--- src/hdl/lj_pair_energy_periodic_defines.svh ---
// Assertion macros shared by the pair energy block.
`ifndef LJ_PAIR_ENERGY_PERIODIC_DEFINES_SVH
`define LJ_PAIR_ENERGY_PERIODIC_DEFINES_SVH

// Same-cycle implication, clocked on clock and disabled in reset.
`define LJPE_ASSERT_NOW(lbl, ante, cons, msg) \
   lbl: assert property (@(posedge clock) disable iff (reset) (ante) |-> (cons)) \
      else $error(msg);

// Next-cycle implication, clocked on clock and disabled in reset.
`define LJPE_ASSERT_NEXT(lbl, ante, cons, msg) \
   lbl: assert property (@(posedge clock) disable iff (reset) (ante) |=> (cons)) \
      else $error(msg);

`endif

--- src/hdl/ljpe_pkg.sv ---
// Shared types and constants of the pair energy block.
`default_nettype none
package ljpe_pkg;

   localparam int MAX_GROUP_A_DEF = 1024;
   localparam int ATOM_W = 96;
   localparam int MUL_W = 33;
   localparam int PROD_W = 66;

   localparam logic signed [63:0] ENERGY_MAX = 64'sh7FFF_FFFF_FFFF_FFFF;
   localparam logic signed [63:0] ENERGY_MIN = 64'sh8000_0000_0000_0000;

   localparam logic [2:0] CSR_EPS = 3'd0;
   localparam logic [2:0] CSR_SIGCUT = 3'd1;
   localparam logic [2:0] CSR_BOX0 = 3'd2;
   localparam logic [2:0] CSR_BOX1 = 3'd3;
   localparam logic [2:0] CSR_BOX2 = 3'd4;
   localparam logic [2:0] CSR_INV0 = 3'd5;
   localparam logic [2:0] CSR_INV1 = 3'd6;
   localparam logic [2:0] CSR_INV2 = 3'd7;

   typedef logic [2:0][20:0] row_type;
   typedef row_type [2:0] mat_type;

   typedef struct packed {
      logic [31:0] eps;
      logic [31:0] sigma;
      logic [31:0] cutoff;
      mat_type     box;
      mat_type     inv;
   } cfg_type;

   typedef enum logic [2:0] {
      ST_IDLE,
      ST_PAIR,
      ST_DIV,
      ST_NEXT,
      ST_EMIT
   } state_type;

endpackage
`default_nettype wire

--- src/hdl/ljpe_mul.sv ---
// Shared signed multiplier with a registered product.
`default_nettype none
module ljpe_mul (
   input  wire logic                               clock,
   input  wire logic signed [ljpe_pkg::MUL_W-1:0]  mul_a,
   input  wire logic signed [ljpe_pkg::MUL_W-1:0]  mul_b,
   output logic      signed [ljpe_pkg::PROD_W-1:0] prod
);
   import ljpe_pkg::*;

   logic signed [PROD_W-1:0] prod_ff;

   always_ff @(posedge clock) begin
      prod_ff <= mul_a * mul_b;
   end

   assign prod = prod_ff;

endmodule
`default_nettype wire

--- config.mk ---
export PLATFORM = sky130hd
export DESIGN_NAME = ljpe_mul
export DESIGN_NICKNAME = d
export VERILOG_FILES = /design/src/hdl/lj_pair_energy_periodic_defines.svh /design/src/hdl/ljpe_pkg.sv /design/src/hdl/ljpe_mul.sv
export SDC_FILE = /design/constraint.sdc
export NUM_CORES = 2
export LEC_CHECK = 0
export BUFFER_PORTS_ARGS = -buffer_cell sky130_fd_sc_hd__buf_2
export CAP_MARGIN = 20
export CORE_MARGIN = 4
export CORE_UTILIZATION = 50
export CTS_BUF_LIST = sky130_fd_sc_hd__clkbuf_4
export DETAILED_ROUTE_END_ITERATION = 16
export GPL_TIMING_DRIVEN = 0
export PLACE_DENSITY = 0.66
export REMOVE_ABC_BUFFERS = 1
export SLEW_MARGIN = 20
export SYNTH_ARGS = -nofsm -noshare
export SYNTH_HDL_FRONTEND = slang
export SYNTH_SLANG_ARGS = --single-unit
--- constraint.sdc ---
create_clock -name clock -period 19.5 [get_ports clock]
set_input_delay 0.975 -clock clock [delete_from_list [all_inputs] [get_ports clock]]
set_output_delay 0.975 -clock clock [all_outputs]
set_load 0.05 [all_outputs]
==> impl_metrics.toml <==
[placed_design]
gp_congestion = 0.902
dpl.hpwl_um = 81900
port-buffer-count = 132
place_ws_ns = 9.99
placed_area_um2 = 41900

[sta]
finalMaxSlewViolations = 0
finalSetupTns_ns = 0
worst_slew_pin_slew_ns = 1.20
min_period_ns = 9.05
period_share = 0.464
rsz0062_at_grt = "no"
clock.fmax_mhz = 111
finalHoldViolCount = 0
setup_violations = 0
finalWorstSetupSlack_ns = 10.45
slew_headroom = 0.201

[floorplan]
die_width_um = 293
ios = 133
dieArea_um2 = 86100
start_util = 0.505
die_h_um = 293
core_um2 = 80700
fp-row-count = 104

[synthesis]
synth_area_leaders = "fa_1, inv_1, and2_1, ha_1, nand2_1"
ys.flop_type = "dfxtp_1"
async_flop_share = 0
synth_area_leader_cell = "fa_1"
synth_top_cell_area_share = 0.563
synth-seq-cells = 66
synthesis.area_um2 = 40700
ys_types = 80
synth_seq_area_share = 0.0324
avgSynthCellArea_um2 = 9.39
ys.warnings.count = 0
synth-edff-count = 0
syn_inst = 4338

[detailed_routing]
drc_errors = 0
final_antenna_net_count = 0
num_vias = 28600
firstDrtPassIters = 7
via_per_inst = 5.36
routed_wl_um = 108000
wl_per_cell_um = 20.3
drtIter0Drc = 1790

[run_status]
status = "complete, no violations"

[worst_setup_path]
startpoint = "mul_b[9]"
startpoint_type = "primary input"
cp_data_required_time_ns = 20.01
setup.worst_path.class = "primary input to flop"
crit_path_end_kind = "flop"
critPathMaxFanout = 33
critPathArrivalTime_ns = 9.56

[clock_tree]
h-tree-depth = 3
cts_hold_buffers = 0
cts_resized = 0
clkTransAtPathRegs_ns = 0.14
cts_buffers = 9
clock_path_buffers = 2
post_cts_buffers = 0
cts-root-buf = "clkbuf_4"
clock_sinks = 66
tritoncts = "done"

[layout]
regArea_um2 = 1320
fin_area_um2 = 42000
nFillCells = 7531
nNetsFinal = 5689
largest_register_ffs = 66
drive_gt1_frac = 0.0436
area_delta_synth_final_pct = 3.15
multi_input_area_um2 = 34300

[worst_hold_path]
hp-class = "primary input to flop"
worstHoldStart = "mul_b[0]"

[global_routing]
grt_util_all_layers = 0.266
grt_antenna_before_repair = 10
grt_overflow = 0
grt_max_degree = 34
grt_pass1_wl_um = 176000
grt_pass1_vias = 31600

[job]
maxCapViolCount = 0
## metal layers
layer  track usage  vias to the layer above  wire [µm]
li1              -                    12200          -
met1         0.348                    15000      42600
met2         0.453                     1093      53200
met3        0.0540                      260       8730
met4        0.0736                        4       3700
met5             0                        -         27
## cell usage in the layout (no fill, tap or decap), types with 36 or more instances in the layout
| cell type | instances |
|---|---|
| xnor2_1 | 43 |
| a21o_1 | 36 |
| dfxtp_1 | 66 |
| ha_1 | 217 |
| a21oi_1 | 57 |
| buf_2 | 132 |
| fa_1 | 1143 |
| nor2_1 | 68 |
| and2_1 | 562 |
| nand2_1 | 551 |
| inv_1 | 1130 |
## area by class of cell
class / count / area share
multi-input cells: 2920 / 0.817
inverters: 1131 / 0.101
well taps: 1060 / 0.0316
flip-flops and latches: 66 / 0.0314
repair buffers: 132 / 0.0157
clock buffers: 9 / 0.00161
clock inverters: 6 / 0.00140
diodes: 6 / 0.000357
## critical path: stages
cell and delay [ns]:
buf_2 0.72, nand2_1 0.29, fa_1 0.70, fa_1 1.00
fa_1 0.60, inv_1 0.44, fa_1 0.53, fa_1 0.58
fa_1 0.46, fa_1 0.51, inv_1 0.05, fa_1 0.48
inv_1 0.04, ha_1 0.46, and3_1 0.38, nand4_1 0.12
nor4_1 0.43, a21oi_4 0.23, or3b_1 0.42, nand3_1 0.08
## Yosys cell counts, types with 3 or more instances
cell type  count
o21ai_0       25
or3_1          3
nor2b_1        5
inv_1       1131
o21ai_1        6
o21a_1         6
nor3_1         7
a31oi_1        8
and2_1       562
and4_1         5
a211o_1        6
buf_2         11
o21bai_1      11
nand3_1       25
ha_1         217
clkbuf_1     208
fa_1        1145
or2_2          3
a21o_1        36
a21oi_2        3
o211ai_1       4
a211oi_2       3
nand2b_1      12
nand4_1       11
nand2_1      551
nor2_1        68
dfxtp_1       66
o31ai_4        3
a21oi_1       57
xnor2_1       43
a211oi_1       7
and3_1         5
xor2_1        25
## cell families (layout without fill, tap and decap cells)
group           Yosys count  count (layout)  share of synthesized area
simple gates           1271            1271                      0.158
buf+inv                1352            1278                      0.125
other cells               0               6                          0
flops                    66              66                     0.0324
xor+xnor                 68              68                     0.0146
compound gates          219             219                     0.0407
fa+ha+maj              1362            1362                      0.629
## per-stage QoR
| stage | cells | utilization | hold slack (ns) |
|---|---|---|---|
| after floorplan | 4117 | - | 1.10 |
| after global placement | 5309 | 0.519 | 1.44 |
| after detailed placement | 5309 | 0.519 | 1.44 |
| after CTS | 5324 | 0.521 | 0.984 |
| after global routing | 5328 | 0.521 | 1.00 |
| final | 5330 | 0.521 | 1.04 |
## path summary, 6_finish.rpt
kind | end | depth (start not counted)
worst min-delay path | prod[0]$_DFF_P_ | 2
worst max-delay path | prod[63]$_DFF_P_ | 20
Power is not shown: default switching activity piles up to over one toggle a cycle in this logic, so the estimate is an artifact.
